[src/hw/rtl/ppt_pkg.sv]
// ----------------------------------------------------------------------------
// ppt_pkg
// Shared types and constants of the polyphonic pulse tone generator.
// ----------------------------------------------------------------------------
package ppt_pkg;

  localparam int unsigned FREQ_W   = 16;
  localparam int unsigned DUTY_W   = 10;
  localparam int unsigned AMP_W    = 8;
  localparam int unsigned OP_W     = 2;
  localparam int unsigned STATUS_W = 2;
  localparam int unsigned CFG_IDX_W = 2;
  // period times duty, also the dividend width of the period divider
  localparam int unsigned PROD_W   = FREQ_W + DUTY_W;
  localparam int unsigned DUTY_MAX = 1000;

  // divide by 1000 as multiply by ceil(2^36 / 1000) and shift right by 36;
  // exact for any product below 2^PROD_W
  localparam int unsigned DUTY_RECIP_W     = 27;
  localparam int unsigned DUTY_RECIP_SHIFT = 36;
  localparam logic [DUTY_RECIP_W-1:0] DUTY_RECIP = 27'd68719477;

  localparam logic [CFG_IDX_W-1:0] CFG_DUTY = 2'd0;
  localparam logic [CFG_IDX_W-1:0] CFG_AMP  = 2'd1;

  typedef enum logic [OP_W-1:0] {
    OP_TICK     = 2'd0,
    OP_NOTE_ON  = 2'd1,
    OP_NOTE_OFF = 2'd2
  } op_e;

  typedef enum logic [STATUS_W-1:0] {
    ST_OK          = 2'd0,
    ST_PLAYING     = 2'd1,
    ST_FULL        = 2'd2,
    ST_NOT_PLAYING = 2'd3
  } status_e;

  typedef enum logic [3:0] {
    S_IDLE,
    S_SCAN,
    S_DECIDE,
    S_DIV_PER,
    S_PER_WAIT,
    S_MUL,
    S_DIV_HIGH,
    S_HIGH_WAIT,
    S_WRITE,
    S_RESP
  } ctl_state_e;

  // controller to datapath
  typedef struct packed {
    logic load;
    logic scan;
    logic decide;
    logic div_per;
    logic cap_period;
    logic mul;
    logic div_high;
    logic cap_high;
    logic write;
  } cmd_t;

  // datapath to controller
  typedef struct packed {
    logic scan_last;
    logic need_div;
    logic div_done;
  } sts_t;

endpackage

[src/hw/rtl/ppt_div.sv]
// ----------------------------------------------------------------------------
// ppt_div
// Restoring divider, one quotient bit per cycle, used for the voice period
// calculation.
// ----------------------------------------------------------------------------
module ppt_div (
  input  logic                        clk_i,
  input  logic                        rst_ni,
  input  logic                        start_i,
  input  logic [ppt_pkg::PROD_W-1:0]  dividend_i,
  input  logic [ppt_pkg::FREQ_W-1:0]  divisor_i,
  output logic                        done_o,
  output logic [ppt_pkg::PROD_W-1:0]  quotient_o
);
  import ppt_pkg::*;

  localparam int unsigned CNT_W = $clog2(PROD_W);

  logic               busy_q;
  logic               done_q;
  logic [CNT_W-1:0]   cnt_q;
  logic [FREQ_W-1:0]  rem_q;
  logic [FREQ_W-1:0]  dvs_q;
  logic [PROD_W-1:0]  quo_q;

  logic [FREQ_W:0]    shifted;
  logic [FREQ_W:0]    diff;
  logic               ge;

  assign shifted = {rem_q, quo_q[PROD_W-1]};
  assign ge      = shifted >= {1'b0, dvs_q};
  assign diff    = shifted - {1'b0, dvs_q};

  always_ff @(posedge clk_i or negedge rst_ni) begin
    if (!rst_ni) begin
      busy_q <= 1'b0;
      done_q <= 1'b0;
      cnt_q  <= '0;
    end else begin
      done_q <= 1'b0;
      if (start_i) begin
        busy_q <= 1'b1;
        cnt_q  <= CNT_W'(PROD_W - 1);
      end else if (busy_q) begin
        if (cnt_q == '0) begin
          busy_q <= 1'b0;
          done_q <= 1'b1;
        end else begin
          cnt_q <= cnt_q - 1'b1;
        end
      end
    end
  end

  always_ff @(posedge clk_i) begin
    if (start_i) begin
      rem_q <= '0;
      dvs_q <= divisor_i;
      quo_q <= dividend_i;
    end else if (busy_q) begin
      rem_q <= ge ? diff[FREQ_W-1:0] : shifted[FREQ_W-1:0];
      quo_q <= {quo_q[PROD_W-2:0], ge};
    end
  end

  assign done_o     = done_q;
  assign quotient_o = quo_q;

`ifndef ASSERT_OFF
  a_no_early_done: assert property (@(posedge clk_i) disable iff (!rst_ni)
    start_i |=> !done_o) else $error("divider done right after start");
  a_done_pulse: assert property (@(posedge clk_i) disable iff (!rst_ni)
    done_o |=> !done_o) else $error("divider done longer than one cycle");
  a_nonzero_divisor: assert property (@(posedge clk_i) disable iff (!rst_ni)
    start_i |-> divisor_i != '0) else $error("divider started with zero divisor");
`endif

endmodule

[src/hw/rtl/ppt_dp.sv]
// ----------------------------------------------------------------------------
// ppt_dp
// Datapath: voice bank, config registers, voice scan, period and high time
// arithmetic, result register.
// ----------------------------------------------------------------------------
module ppt_dp #(
  parameter int unsigned NUM_VOICES     = 8,
  parameter int unsigned SAMPLE_RATE_HZ = 44100
) (
  input  logic                          clk_i,
  input  logic                          rst_ni,
  input  ppt_pkg::cmd_t                 cmd_i,
  output ppt_pkg::sts_t                 sts_o,
  input  logic [ppt_pkg::OP_W-1:0]      operation_i,
  input  logic [ppt_pkg::FREQ_W-1:0]    frequency_i,
  input  logic                          cfg_valid_i,
  output logic                          cfg_ready_o,
  input  logic [ppt_pkg::CFG_IDX_W-1:0] cfg_index_i,
  input  logic [ppt_pkg::DUTY_W-1:0]    cfg_data_i,
  output logic                          is_sample_o,
  output logic [ppt_pkg::AMP_W-1:0]     sample_o,
  output logic [ppt_pkg::STATUS_W-1:0]  status_o
);
  import ppt_pkg::*;

  localparam int unsigned VW = (NUM_VOICES > 1) ? $clog2(NUM_VOICES) : 1;

  // config
  logic [DUTY_W-1:0]   duty_q;
  logic [AMP_W-1:0]    amp_q;
  logic [DUTY_W-1:0]   duty_sat;

  // current item
  logic [OP_W-1:0]     op_q;
  logic [FREQ_W-1:0]   fin_q;
  logic [VW-1:0]       idx_q;
  logic                any_q;
  logic                match_q;
  logic                free_q;
  logic [VW-1:0]       slot_free_q;
  logic [VW-1:0]       slot_match_q;
  logic [FREQ_W-1:0]   period_q;
  logic [FREQ_W-1:0]   high_q;
  logic [PROD_W-1:0]   prod_q;
  logic [PROD_W+DUTY_RECIP_W-1:0] recip_q;

  // result
  logic                is_sample_q;
  logic [AMP_W-1:0]    sample_q;
  logic [STATUS_W-1:0] status_q;
  logic [STATUS_W-1:0] status_d;

  // voice bank
  logic [FREQ_W-1:0]   vf_q [NUM_VOICES];
  logic [FREQ_W-1:0]   vc_q [NUM_VOICES];
  logic [FREQ_W-1:0]   vp_q [NUM_VOICES];
  logic [FREQ_W-1:0]   vh_q [NUM_VOICES];
  logic                vl_q [NUM_VOICES];

  // scan of one voice
  logic [FREQ_W-1:0]   cur_f;
  logic                active;
  logic                hit;
  logic                at_end;
  logic [FREQ_W-1:0]   cnt_inc;
  logic [FREQ_W-1:0]   cnt_new;
  logic                lvl_new;
  logic                do_tick;
  logic                on_ok;

  // divider
  logic                div_start;
  logic [PROD_W-1:0]   div_dividend;
  logic [FREQ_W-1:0]   div_divisor;
  logic                div_done;
  logic [PROD_W-1:0]   div_quotient;

  assign cfg_ready_o = 1'b1;
  assign duty_sat = (duty_q > DUTY_W'(DUTY_MAX)) ? DUTY_W'(DUTY_MAX) : duty_q;

  always_ff @(posedge clk_i or negedge rst_ni) begin
    if (!rst_ni) begin
      duty_q <= DUTY_W'(500);
      amp_q  <= AMP_W'(127);
    end else if (cfg_valid_i) begin
      if (cfg_index_i == CFG_DUTY) begin
        duty_q <= cfg_data_i;
      end
      if (cfg_index_i == CFG_AMP) begin
        amp_q <= cfg_data_i[AMP_W-1:0];
      end
    end
  end

  assign cur_f   = vf_q[idx_q];
  assign active  = cur_f != '0;
  assign hit     = active && (cur_f == fin_q);
  assign at_end  = vc_q[idx_q] == vp_q[idx_q];
  assign cnt_inc = vc_q[idx_q] + FREQ_W'(1);
  assign cnt_new = at_end ? '0 : cnt_inc;
  assign lvl_new = at_end ? vl_q[idx_q] : (cnt_inc < vh_q[idx_q]);
  assign do_tick = cmd_i.scan && (op_q == OP_TICK) && active;
  assign on_ok   = (fin_q != '0) && !match_q && free_q;

  always_comb begin
    status_d = ST_OK;
    case (op_q)
      OP_NOTE_ON: begin
        if (fin_q == '0) status_d = ST_FULL;
        else if (match_q) status_d = ST_PLAYING;
        else if (!free_q) status_d = ST_FULL;
        else status_d = ST_OK;
      end
      OP_NOTE_OFF: begin
        status_d = match_q ? ST_OK : ST_NOT_PLAYING;
      end
      default: begin
        status_d = ST_OK;
      end
    endcase
  end

  assign sts_o.scan_last = idx_q == VW'(NUM_VOICES - 1);
  assign sts_o.need_div  = (op_q == OP_NOTE_ON) && on_ok;
  assign sts_o.div_done  = div_done;

  // item registers and scan flags
  always_ff @(posedge clk_i or negedge rst_ni) begin
    if (!rst_ni) begin
      op_q    <= '0;
      idx_q   <= '0;
      any_q   <= 1'b0;
      match_q <= 1'b0;
      free_q  <= 1'b0;
    end else if (cmd_i.load) begin
      op_q    <= operation_i;
      idx_q   <= '0;
      any_q   <= 1'b0;
      match_q <= 1'b0;
      free_q  <= 1'b0;
    end else if (cmd_i.scan) begin
      idx_q <= idx_q + 1'b1;
      if (hit) begin
        match_q <= 1'b1;
      end
      if (!active) begin
        free_q <= 1'b1;
      end
      if (do_tick && lvl_new) begin
        any_q <= 1'b1;
      end
    end
  end

  always_ff @(posedge clk_i) begin
    if (cmd_i.load) begin
      fin_q <= frequency_i;
    end
    if (cmd_i.scan) begin
      // ascending scan: the last write wins, so the highest slot is kept
      if (hit) slot_match_q <= idx_q;
      if (!active) slot_free_q <= idx_q;
    end
    if (cmd_i.cap_period && div_done) begin
      period_q <= div_quotient[FREQ_W-1:0];
    end
    if (cmd_i.mul) begin
      prod_q <= period_q * duty_sat;
    end
    // high time: product divided by 1000 through the reciprocal
    if (cmd_i.div_high) begin
      recip_q <= prod_q * DUTY_RECIP;
    end
    if (cmd_i.cap_high) begin
      high_q <= recip_q[DUTY_RECIP_SHIFT +: FREQ_W];
    end
    if (cmd_i.decide) begin
      is_sample_q <= op_q == OP_TICK;
      sample_q    <= ((op_q == OP_TICK) && any_q) ? amp_q : '0;
      status_q    <= (op_q == OP_TICK) ? ST_OK : status_d;
    end
  end

  // voice bank with reset values
  always_ff @(posedge clk_i or negedge rst_ni) begin
    if (!rst_ni) begin
      for (int i = 0; i < NUM_VOICES; i++) begin
        vf_q[i] <= '0;
        vc_q[i] <= '0;
        vl_q[i] <= 1'b0;
      end
    end else begin
      if (do_tick) begin
        vc_q[idx_q] <= cnt_new;
        vl_q[idx_q] <= lvl_new;
      end
      if (cmd_i.decide && (op_q == OP_NOTE_OFF) && match_q) begin
        vf_q[slot_match_q] <= '0;
        vl_q[slot_match_q] <= 1'b0;
      end
      if (cmd_i.write) begin
        vf_q[slot_free_q] <= fin_q;
        vc_q[slot_free_q] <= '0;
        vl_q[slot_free_q] <= 1'b0;
      end
    end
  end

  // period and high time, written only at note-on
  always_ff @(posedge clk_i) begin
    if (cmd_i.write) begin
      vp_q[slot_free_q] <= period_q;
      vh_q[slot_free_q] <= high_q;
    end
  end

  assign div_start    = cmd_i.div_per;
  assign div_dividend = PROD_W'(SAMPLE_RATE_HZ);
  assign div_divisor  = fin_q;

  ppt_div u_div (
    .clk_i      (clk_i),
    .rst_ni     (rst_ni),
    .start_i    (div_start),
    .dividend_i (div_dividend),
    .divisor_i  (div_divisor),
    .done_o     (div_done),
    .quotient_o (div_quotient)
  );

  assign is_sample_o = is_sample_q;
  assign sample_o    = sample_q;
  assign status_o    = status_q;

endmodule

[src/hw/rtl/ppt_ctl.sv]
// ----------------------------------------------------------------------------
// ppt_ctl
// Controller: sequences voice scan, divisions, bank write and result strobe.
// ----------------------------------------------------------------------------
module ppt_ctl (
  input  logic           clk_i,
  input  logic           rst_ni,
  input  logic           start_i,
  output logic           busy_o,
  output logic           done_o,
  output ppt_pkg::cmd_t  cmd_o,
  input  ppt_pkg::sts_t  sts_i
);
  import ppt_pkg::*;

  ctl_state_e state_q, state_d;

  always_ff @(posedge clk_i or negedge rst_ni) begin
    if (!rst_ni) begin
      state_q <= S_IDLE;
    end else begin
      state_q <= state_d;
    end
  end

  always_comb begin
    state_d = state_q;
    case (state_q)
      S_IDLE:      if (start_i) state_d = S_SCAN;
      S_SCAN:      if (sts_i.scan_last) state_d = S_DECIDE;
      S_DECIDE:    state_d = sts_i.need_div ? S_DIV_PER : S_RESP;
      S_DIV_PER:   state_d = S_PER_WAIT;
      S_PER_WAIT:  if (sts_i.div_done) state_d = S_MUL;
      S_MUL:       state_d = S_DIV_HIGH;
      S_DIV_HIGH:  state_d = S_HIGH_WAIT;
      S_HIGH_WAIT: state_d = S_WRITE;
      S_WRITE:     state_d = S_RESP;
      S_RESP:      state_d = S_IDLE;
      default:     state_d = S_IDLE;
    endcase
  end

  always_comb begin
    cmd_o  = '0;
    busy_o = 1'b1;
    done_o = 1'b0;
    case (state_q)
      S_IDLE: begin
        busy_o     = 1'b0;
        cmd_o.load = start_i;
      end
      S_SCAN:      cmd_o.scan       = 1'b1;
      S_DECIDE:    cmd_o.decide     = 1'b1;
      S_DIV_PER:   cmd_o.div_per    = 1'b1;
      S_PER_WAIT:  cmd_o.cap_period = 1'b1;
      S_MUL:       cmd_o.mul        = 1'b1;
      S_DIV_HIGH:  cmd_o.div_high   = 1'b1;
      S_HIGH_WAIT: cmd_o.cap_high   = 1'b1;
      S_WRITE:     cmd_o.write      = 1'b1;
      S_RESP:      done_o           = 1'b1;
      default: begin
        busy_o = 1'b1;
      end
    endcase
  end

`ifndef ASSERT_OFF
  a_resp_one_cycle: assert property (@(posedge clk_i) disable iff (!rst_ni)
    state_q == S_RESP |=> state_q == S_IDLE) else $error("result strobe not single");
  a_start_scans: assert property (@(posedge clk_i) disable iff (!rst_ni)
    (start_i && state_q == S_IDLE) |=> state_q == S_SCAN) else $error("item not scanned");
  a_div_done_waited: assert property (@(posedge clk_i) disable iff (!rst_ni)
    sts_i.div_done |-> (state_q == S_PER_WAIT || state_q == S_HIGH_WAIT))
    else $error("divider finished outside a wait state");
`endif

endmodule

[src/hw/rtl/polyphonic_pulse_tone_generator_core.sv]
// ----------------------------------------------------------------------------
// polyphonic_pulse_tone_generator_core
// Bank of pulse voices with note-on/off handling and a mixed sample that is either the amplitude or zero.
// ----------------------------------------------------------------------------
// Usage:
//  - An item (operation_i, frequency_i) is taken when start_i is high and
//    busy_o is low. Operation 0 ticks the bank and yields a sample, 1 starts
//    a note, 2 stops one; each item gives exactly one result.
//  - The result sits on is_sample_o / sample_o / status_o for the single
//    cycle that done_o is high. There is no back-pressure: the receiver
//    must take it then.
//  - Sequence: the bank scan visits every voice in turn, then the item is
//    decided; a tick, note-off or refused note-on then strobes done_o. A note
//    that starts also passes through the divider start, a wait on the
//    bit-serial period divider, then the duty multiply, the reciprocal
//    multiply, the high-time capture and the bank write before done_o.
//    busy_o drops in the cycle after done_o, so the next item can follow
//    straight away.
//  - Config writes (index 0 duty in thousandths, 1 amplitude) are taken on
//    cfg_valid_i & cfg_ready_o and must only be issued while the core idles.
//  - Reset (rst_ni low, asynchronous) frees all voices, clears counters and
//    levels, and sets duty to 500 and amplitude to 127. No clearing pass.
// ----------------------------------------------------------------------------
module polyphonic_pulse_tone_generator_core #(
  parameter int unsigned NUM_VOICES     = 8,
  parameter int unsigned SAMPLE_RATE_HZ = 44100
) (
  input  logic                          clk_i,
  input  logic                          rst_ni,
  // item channel
  input  logic                          start_i,
  output logic                          busy_o,
  input  logic [ppt_pkg::OP_W-1:0]      operation_i,
  input  logic [ppt_pkg::FREQ_W-1:0]    frequency_i,
  // result
  output logic                          done_o,
  output logic                          is_sample_o,
  output logic [ppt_pkg::AMP_W-1:0]     sample_o,
  output logic [ppt_pkg::STATUS_W-1:0]  status_o,
  // config write channel
  input  logic                          cfg_valid_i,
  output logic                          cfg_ready_o,
  input  logic [ppt_pkg::CFG_IDX_W-1:0] cfg_index_i,
  input  logic [ppt_pkg::DUTY_W-1:0]    cfg_data_i
);
  import ppt_pkg::*;

  cmd_t cmd;
  sts_t sts;

  // Controller: only sequencing, no payload.
  ppt_ctl u_ctl (
    .clk_i   (clk_i),
    .rst_ni  (rst_ni),
    .start_i (start_i),
    .busy_o  (busy_o),
    .done_o  (done_o),
    .cmd_o   (cmd),
    .sts_i   (sts)
  );

  // Datapath: voice bank, scan logic, divider and result register.
  ppt_dp #(
    .NUM_VOICES     (NUM_VOICES),
    .SAMPLE_RATE_HZ (SAMPLE_RATE_HZ)
  ) u_dp (
    .clk_i       (clk_i),
    .rst_ni      (rst_ni),
    .cmd_i       (cmd),
    .sts_o       (sts),
    .operation_i (operation_i),
    .frequency_i (frequency_i),
    .cfg_valid_i (cfg_valid_i),
    .cfg_ready_o (cfg_ready_o),
    .cfg_index_i (cfg_index_i),
    .cfg_data_i  (cfg_data_i),
    .is_sample_o (is_sample_o),
    .sample_o    (sample_o),
    .status_o    (status_o)
  );

endmodule
[config.mk]
export PLATFORM = sky130hd
export DESIGN_NAME = polyphonic_pulse_tone_generator_core
export DESIGN_NICKNAME = d
export VERILOG_FILES = /design/src/hw/rtl/ppt_pkg.sv /design/src/hw/rtl/ppt_div.sv /design/src/hw/rtl/ppt_dp.sv /design/src/hw/rtl/ppt_ctl.sv /design/src/hw/rtl/polyphonic_pulse_tone_generator_core.sv
export SDC_FILE = /design/constraint.sdc
export NUM_CORES = 2
export LEC_CHECK = 0
export ABC_AREA = 1
export BUFFER_PORTS_ARGS = -buffer_cell sky130_fd_sc_hd__buf_4
export CAP_MARGIN = 20
export CORE_MARGIN = 1
export CORE_UTILIZATION = 30
export DETAILED_ROUTE_END_ITERATION = 10
export PLACE_DENSITY_LB_ADDON = 0.12
export SKIP_LAST_GASP = 1
export SYNTH_ARGS = -nofsm -noshare
export SYNTH_HDL_FRONTEND = slang
export SYNTH_HIERARCHICAL = 1
export SYNTH_SLANG_ARGS = --single-unit
[constraint.sdc]
create_clock -name clk_i -period 5.9 [get_ports clk_i]
set_input_delay 1.18 -clock clk_i [delete_from_list [all_inputs] [get_ports clk_i]]
set_output_delay 1.18 -clock clk_i [all_outputs]
set_load 0.02 [all_outputs]
# After elaboration in Yosys (flattened, before gate mapping)

Memories as Yosys holds them, arrays and structs flattened.
Cells that the tools add are included.

Add/subtract/negate cells: 4
Multiply operators: 2
$lt $le $gt $ge: 9
Equal/unequal tests: 20
Multiplexer cells: 78
Bitwise gates (word level): 12
Reduce and logical (&&, ||, !) cells: 35

Operator list:

| cell                   | count |
|---|---|
| $mux 128               | 4 |
| $and 128x128->128      | 2 |
| $bwmux 128             | 2 |
| $not 128->128          | 2 |
| $demux 16 s3           | 3 |
| $mux 16                | 9 |
| $bmux 16 s3            | 2 |
| $mul 26x27->52 const B | 1 |
| $pmux 4 s9             | 1 |
| $mux 1                 | 34 |
| $eq 16x16->1           | 2 |
| $reduce_bool 16->1     | 2 |
| $mul 16x10->26         | 1 |
| $mux 8                 | 3 |
| $ge 17x16->1           | 1 |
| $add 16x1->16 const B  | 1 |
| $and 8x8->8            | 2 |
| $eq 4x3->1 const B     | 4 |
| $logic_not 16->1       | 1 |
| $lt 16x16->1           | 1 |
| $mux 4                 | 4 |
| $not 8->8              | 2 |
| $reduce_and 2->1       | 8 |
| $sub 16x16->16         | 1 |
| 30 further kinds       | 67 |

Register bits: 502
Bits in writable memories: 256
Input port bits: 34
Output and inout bits: 14
Logic and storage cells: 210
Memories kept: 2

Memories:

| memory    | depth | bits a word | rd ports | clocked after Yosys merged registers in | wr ports | line         | RTL |
|---|---|---|---|---|---|---|---|
| u_dp.vh_q | 8     | 16          | 1        | 0                                       | 1        | ppt_dp.sv:57 | `logic [FREQ_W-1:0] vh_q [NUM_VOICES];` |
| u_dp.vp_q | 8     | 16          | 1        | 0                                       | 1        | ppt_dp.sv:56 | `logic [FREQ_W-1:0] vp_q [NUM_VOICES];` |

# Depth between registers and ports, before layout

Word-level depth: 13
Gate-level depth with buffers: 29
Gate-level depth less buffers: 27

# By module

The synthesis kept the hierarchy.

Modules (own cells, without submodules):

| module  | times used | cells each | area each (um^2) | seq. area each (um^2) |
|---|---|---|---|---|
| ppt_dp  | 1          | 4902       | 44924.3          | 18173.7 |
| ppt_div | 1          | 491        | 3975.1           | 1756.7 |
| ppt_ctl | 1          | 52         | 315.3            | 100.1 |

# Least setup slack after synthesis

Ideal clock, no wire load.

Path kind: register to register
From: reg u_dp.duty_q[5]
To: reg u_dp.prod_q[25], data pin
Library setup time: 0.260 ns
Arrival time: 5.748 ns
Required time: 5.640 ns
Setup slack: -0.108 ns
Cell stages (with the launch flop): 30
Period minus slack after synthesis: 6.008 ns
Path through: dfstp_2 > clkbuf_1 > nand3_1 > nor2_1 > nand2_1 > inv_1 > nor2_1 > inv_1 > clkbuf_1 > nand2_1 > fa_1 > inv_1 > fa_1 > inv_1 > fa_1 > inv_1 > fa_1 > inv_1 > fa_1 > inv_1 > ha_1 > nand2_1 > nand2_1 > a31oi_1 > o21ai_0 > a21oi_1 > o21bai_1 > a21boi_0 > o21ai_0 > xnor2_1

Word-level cells in the longest chain between the ends: 3

Ends and longest elaborated chain:

| element                  | line          | RTL |
|---|---|---|
| start: declaration       | ppt_dp.sv:29  | `logic [DUTY_W-1:0] duty_q;` |
| start signal: assignment | ppt_dp.sv:87  | `duty_q <= cfg_data_i;` |
| $gt 10x10->1             | ppt_dp.sv:79  | `assign duty_sat = (duty_q > DUTY_W'(DUTY_MAX)) ? DUTY_W'(DUTY_MAX) : duty_q;` |
| $mux 10 *                | ppt_dp.sv:79  |  |
| $mul 16x10->26 *         | ppt_dp.sv:168 | `prod_q <= period_q * duty_sat;` |
| end signal: assignment   | ppt_dp.sv:168 |  |
| end: declaration         | ppt_dp.sv:44  | `logic [PROD_W-1:0] prod_q;` |

Mark *: on every way between the ends. The rest lies on a longest branch, timed or not.
A chain may end at the register's enable or synchronous reset.

# Worst setup path in the final report

From: reg u_dp.prod_q[23]
To: reg u_dp.recip_q[42], data pin

Word-level cells in the longest chain between the ends: 1

Ends and longest elaborated chain:

| element                | line          | RTL |
|---|---|---|
| $mul 26x27->52         | ppt_dp.sv:172 | `recip_q <= prod_q * DUTY_RECIP;` |
| end signal: assignment | ppt_dp.sv:172 |  |
| end: declaration       | ppt_dp.sv:45  | `logic [PROD_W+DUTY_RECIP_W-1:0] recip_q;` |

No other way between the ends.

==> impl_metrics.xml <==
<?xml version="1.0" encoding="UTF-8"?>
<metrics>
  <group name="critical_path">
    <metric name="start_kind" unit="">register</metric>
    <metric name="list_of_cells_traversed_by_the_critical_path" unit="">fa_1, fa_1, inv_1, fa_1, inv_1, fa_1, inv_1, fa_1, fa_1, inv_1, fa_1, ha_4, a21o_1, a31oi_4, o21ai_1, a21oi_1, nand3_2, buf_6, xor2_1</metric>
    <metric name="critPathCaptureType" unit="">register</metric>
    <metric name="biggest_fanout_along_the_worst_timing_path" unit="">4</metric>
    <metric name="critical_path.max_stage_delay" unit="ns">0.55</metric>
    <metric name="critical_path_top_delay_cell" unit="">fa_1</metric>
    <metric name="crit_arrival" unit="ns">6.21</metric>
    <metric name="worst-setup-path-type" unit="">reg2reg</metric>
    <metric name="critPathMostFrequentCell" unit="">fa_1</metric>
    <metric name="timing.critical_path.required" unit="ns">6.32</metric>
  </group>
  <group name="drt">
    <metric name="wl_per_cell" unit="um">19.59</metric>
    <metric name="routed-via-count" unit="">36580</metric>
    <metric name="dr.first_iter.drc_count" unit="">1969</metric>
    <metric name="drt_pre_antenna_iters" unit="">6</metric>
    <metric name="remaining_drc_errors" unit="">0</metric>
    <metric name="antenna_violating_nets_post_route" unit="">0</metric>
    <metric name="finalWirelength" unit="mm">154.8</metric>
    <metric name="route.detailed.vias_per_inst" unit="">4.627</metric>
  </group>
  <group name="flow_run">
    <metric name="maxCapViolCount" unit="">0</metric>
  </group>
  <group name="floorplan">
    <metric name="fp.dieW" unit="um">407.0</metric>
    <metric name="die_y" unit="um">407.0</metric>
    <metric name="placement_rows" unit="">148</metric>
    <metric name="core_box_area" unit="sq um">162800</metric>
    <metric name="floorplan.initialDensity" unit="%">30.24</metric>
    <metric name="io_pins" unit="">48</metric>
    <metric name="die-area" unit="sq um">165700</metric>
  </group>
  <group name="sta">
    <metric name="maxSlewHeadroom" unit="%">27.23</metric>
    <metric name="hold_ws" unit="ns">0.3984</metric>
    <metric name="fmax" unit="MHz">172.8</metric>
    <metric name="post-route-period-util" unit="%">98.08</metric>
    <metric name="period_needed" unit="ns">5.787</metric>
    <metric name="actual_transition_at_the_worst_max_transition_pin" unit="ns">1.089</metric>
    <metric name="clock_skew_after_layout" unit="ns">0.05520</metric>
    <metric name="timing.final.setup_violations" unit="">0</metric>
    <metric name="pins_over_slew_limit" unit="">0</metric>
    <metric name="rsz0062_at_grt" unit="">yes</metric>
    <metric name="final_hold_viol_count" unit="">0</metric>
  </group>
  <group name="clock_tree">
    <metric name="cts_sinks" unit="">722</metric>
    <metric name="cts-buffers-inserted" unit="">90</metric>
    <metric name="htreeDepth" unit="">3</metric>
    <metric name="clk_pin_slew" unit="ns">0.06</metric>
    <metric name="root_buffer" unit="">clkbuf_16</metric>
    <metric name="cts_tree" unit="">built</metric>
    <metric name="clk_latency" unit="ns">0.71</metric>
    <metric name="cts_max_path_buffers" unit="">3</metric>
    <metric name="post_cts_hold_buffer_count" unit="">0</metric>
  </group>
  <group name="placement">
    <metric name="placed_area" unit="sq um">53160</metric>
    <metric name="globalplace.congestion" unit="">0.8278</metric>
    <metric name="placement.io_buffers" unit="">46</metric>
    <metric name="detailed_place_hpwl" unit="mm">111.5</metric>
  </group>
  <group name="grt">
    <metric name="grt_pass1_vias" unit="">37350</metric>
    <metric name="grt_overflow" unit="">0</metric>
    <metric name="grt_pass1_wl" unit="mm">236.4</metric>
    <metric name="number_of_antenna_violations_at_the_first_check_in_global_routing" unit="">2</metric>
    <metric name="pin_count_of_the_biggest_net_entering_global_routing" unit="">101</metric>
    <metric name="grt_usage" unit="%">18.90</metric>
  </group>
  <group name="run_status">
    <metric name="run_status" unit="">finished, final reports clean</metric>
  </group>
  <group name="synth">
    <metric name="synth_adder_area_share" unit="%">22.47</metric>
    <metric name="syn_area_per_cell" unit="sq um">9.039</metric>
    <metric name="synth-xor-area-share" unit="%">1.297</metric>
    <metric name="synth_enable_flop_cells" unit="">405</metric>
    <metric name="syn_area" unit="sq um">49210</metric>
    <metric name="synth_cell_type_count" unit="">69</metric>
    <metric name="synth-seq-cells" unit="">722</metric>
    <metric name="largest_family_of_logic_cells_by_synthesized_area" unit="">adder cells</metric>
    <metric name="synth.yosys.warnings" unit="">6</metric>
    <metric name="async_flop_share" unit="%">41.69</metric>
    <metric name="syn_inst" unit="">5445</metric>
    <metric name="synth-compound-area-share" unit="%">9.038</metric>
    <metric name="seq_area_frac_synth" unit="%">40.70</metric>
    <metric name="synth_simple_gate_area_share" unit="%">16.85</metric>
    <metric name="post_synth_mux_area_share" unit="%">0.04576</metric>
    <metric name="yosys_most_used_dff" unit="">edfxtp_1</metric>
  </group>
  <group name="final_layout">
    <metric name="finish.instance_area" unit="sq um">56880</metric>
    <metric name="most_frequent_cells_in_the_layout" unit="">1355 x nand2_1, 966 x inv_1, 405 x edfxtp_1, 343 x ha_1, 317 x fa_1</metric>
    <metric name="layout-drive-gt1-share" unit="%">11.57</metric>
    <metric name="final_net_count" unit="">6378</metric>
    <metric name="area_delta_synth_final" unit="%">15.58</metric>
    <metric name="num_antenna_cells" unit="">0</metric>
    <metric name="fill_cells" unit="">16870</metric>
    <metric name="layout.cells.most_common" unit="">nand2_1</metric>
  </group>
  <group name="hold_path">
    <metric name="hold_class" unit="">reg2reg</metric>
  </group>
</metrics>
==> path summary, 6_finish.rpt <==
check	startpoint	end	slack (ns)	cells after the start
worst max-delay path	u_dp/prod_q[23]$_DFFE_PP_	u_dp/recip_q[42]$_DFFE_PP_	0.11	19
worst min-delay path	u_dp/recip_q[48]$_DFFE_PP_	u_dp/high_q[12]$_DFFE_PP_	0.40	0
worst max register to register	u_dp/prod_q[23]$_DFFE_PP_	u_dp/recip_q[42]$_DFFE_PP_	0.11	19
worst min register to register	u_dp/recip_q[48]$_DFFE_PP_	u_dp/high_q[12]$_DFFE_PP_	0.40	0
max in group asynchronous	rst_ni	u_dp/duty_q[9]$_DFFE_PN0P_	3.97	2
min in group asynchronous	rst_ni	u_dp/vf_q[122]$_DFF_PN0_	0.49	1
==> flip-flops by register name (all words and copies together), names as in the netlist, 26 cells and up <==
register and flops:
u_dp/vp_q 128, u_dp/vc_q 128, u_dp/prod_q 26, u_dp/u_div/quotient_o 26, u_dp/vh_q 128, u_dp/vf_q 128
==> per-layer routing <==
metal  global-route usage [%]  share of wire (%)  up-vias
met2                    32.09                 48      529
met5                        0                  0        -
met1                    25.98                 47    18070
met4                    3.647                1.9        0
met3                    2.027                3.1      171
li1                         -                  -    17810
==> metrics by stage <==
step / util, % / cells / setup WS (ns) / TNS, ns
floorplan: - / 5470 / 0.09280 / 0
global placement: 32.66 / 7720 / -0.04479 / -0.04585
detailed placement: 32.66 / 7720 / -0.1067 / -0.1713
CTS: 34.49 / 7887 / 0.006634 / 0
global route: 34.95 / 7904 / -0.1072 / -0.6041
finish: 34.95 / 7904 / 0.1134 / 0
==> cells by family (layout without fill, tap and decap cells) <==
logic type      after synthesis  after routing
compound gates              773            773
xor+xnor                     72             72
fa+ha+maj                   690            690
buf+inv                    1199           1458
flops                       722            722
mux                           2              2
other cells                   2             27
simple gates               1985           1985
==> cells in the mapped netlist (all sizes together) (46+ instances only) <==
master | instances | share of area, %
o22ai | 97 | 1.2
a21oi | 257 | 2.6
inv | 1005 | 7.7
o21ai | 249 | 2.6
edfxtp | 405 | 25
nand2 | 1407 | 11
buf | 87 | 1.1
ha | 367 | 9.3
o21bai | 70 | 1.1
fa | 323 | 13
nand4 | 46 | 0.58
nand3 | 198 | 2.2
nor2 | 282 | 2.4
clkbuf | 99 | 0.76
dfrtp | 288 | 15
==> timing repair <==
action,4_1_cts,5_1_grt
resized for setup,3,144
buffers inserted,0,18
endpoints found under the setup margin,4,29
hold endpoints to repair,0,0
pin swaps,0,45
==> area by class of cell <==
type / instances / area, sq um / share of cell area [%]
multi-input cells: 3549 / 25190 / 44.27
flip-flops and latches: 722 / 20040 / 35.23
inverters: 1013 / 3810 / 6.698
repair buffers: 278 / 2163 / 3.803
clock buffers: 120 / 2455 / 4.315
well taps: 2175 / 2721 / 4.784
clock inverters: 47 / 510.5 / 0.8974
==> worst max-delay path, delay by kind of cell (launching register included) <==
family | cells | cell delay, ns
adder cells (fa/ha/maj) | 8 | 3.70
AO/OA/AOI/OAI | 4 | 0.69
flip-flops | 1 | 0.49
buffers and inverters | 5 | 0.36
AND/OR/NAND/NOR | 1 | 0.16
XOR/XNOR | 1 | 0.13
Power is not shown: default switching activity piles up to over one toggle a cycle in this logic, so the estimate is an artifact.
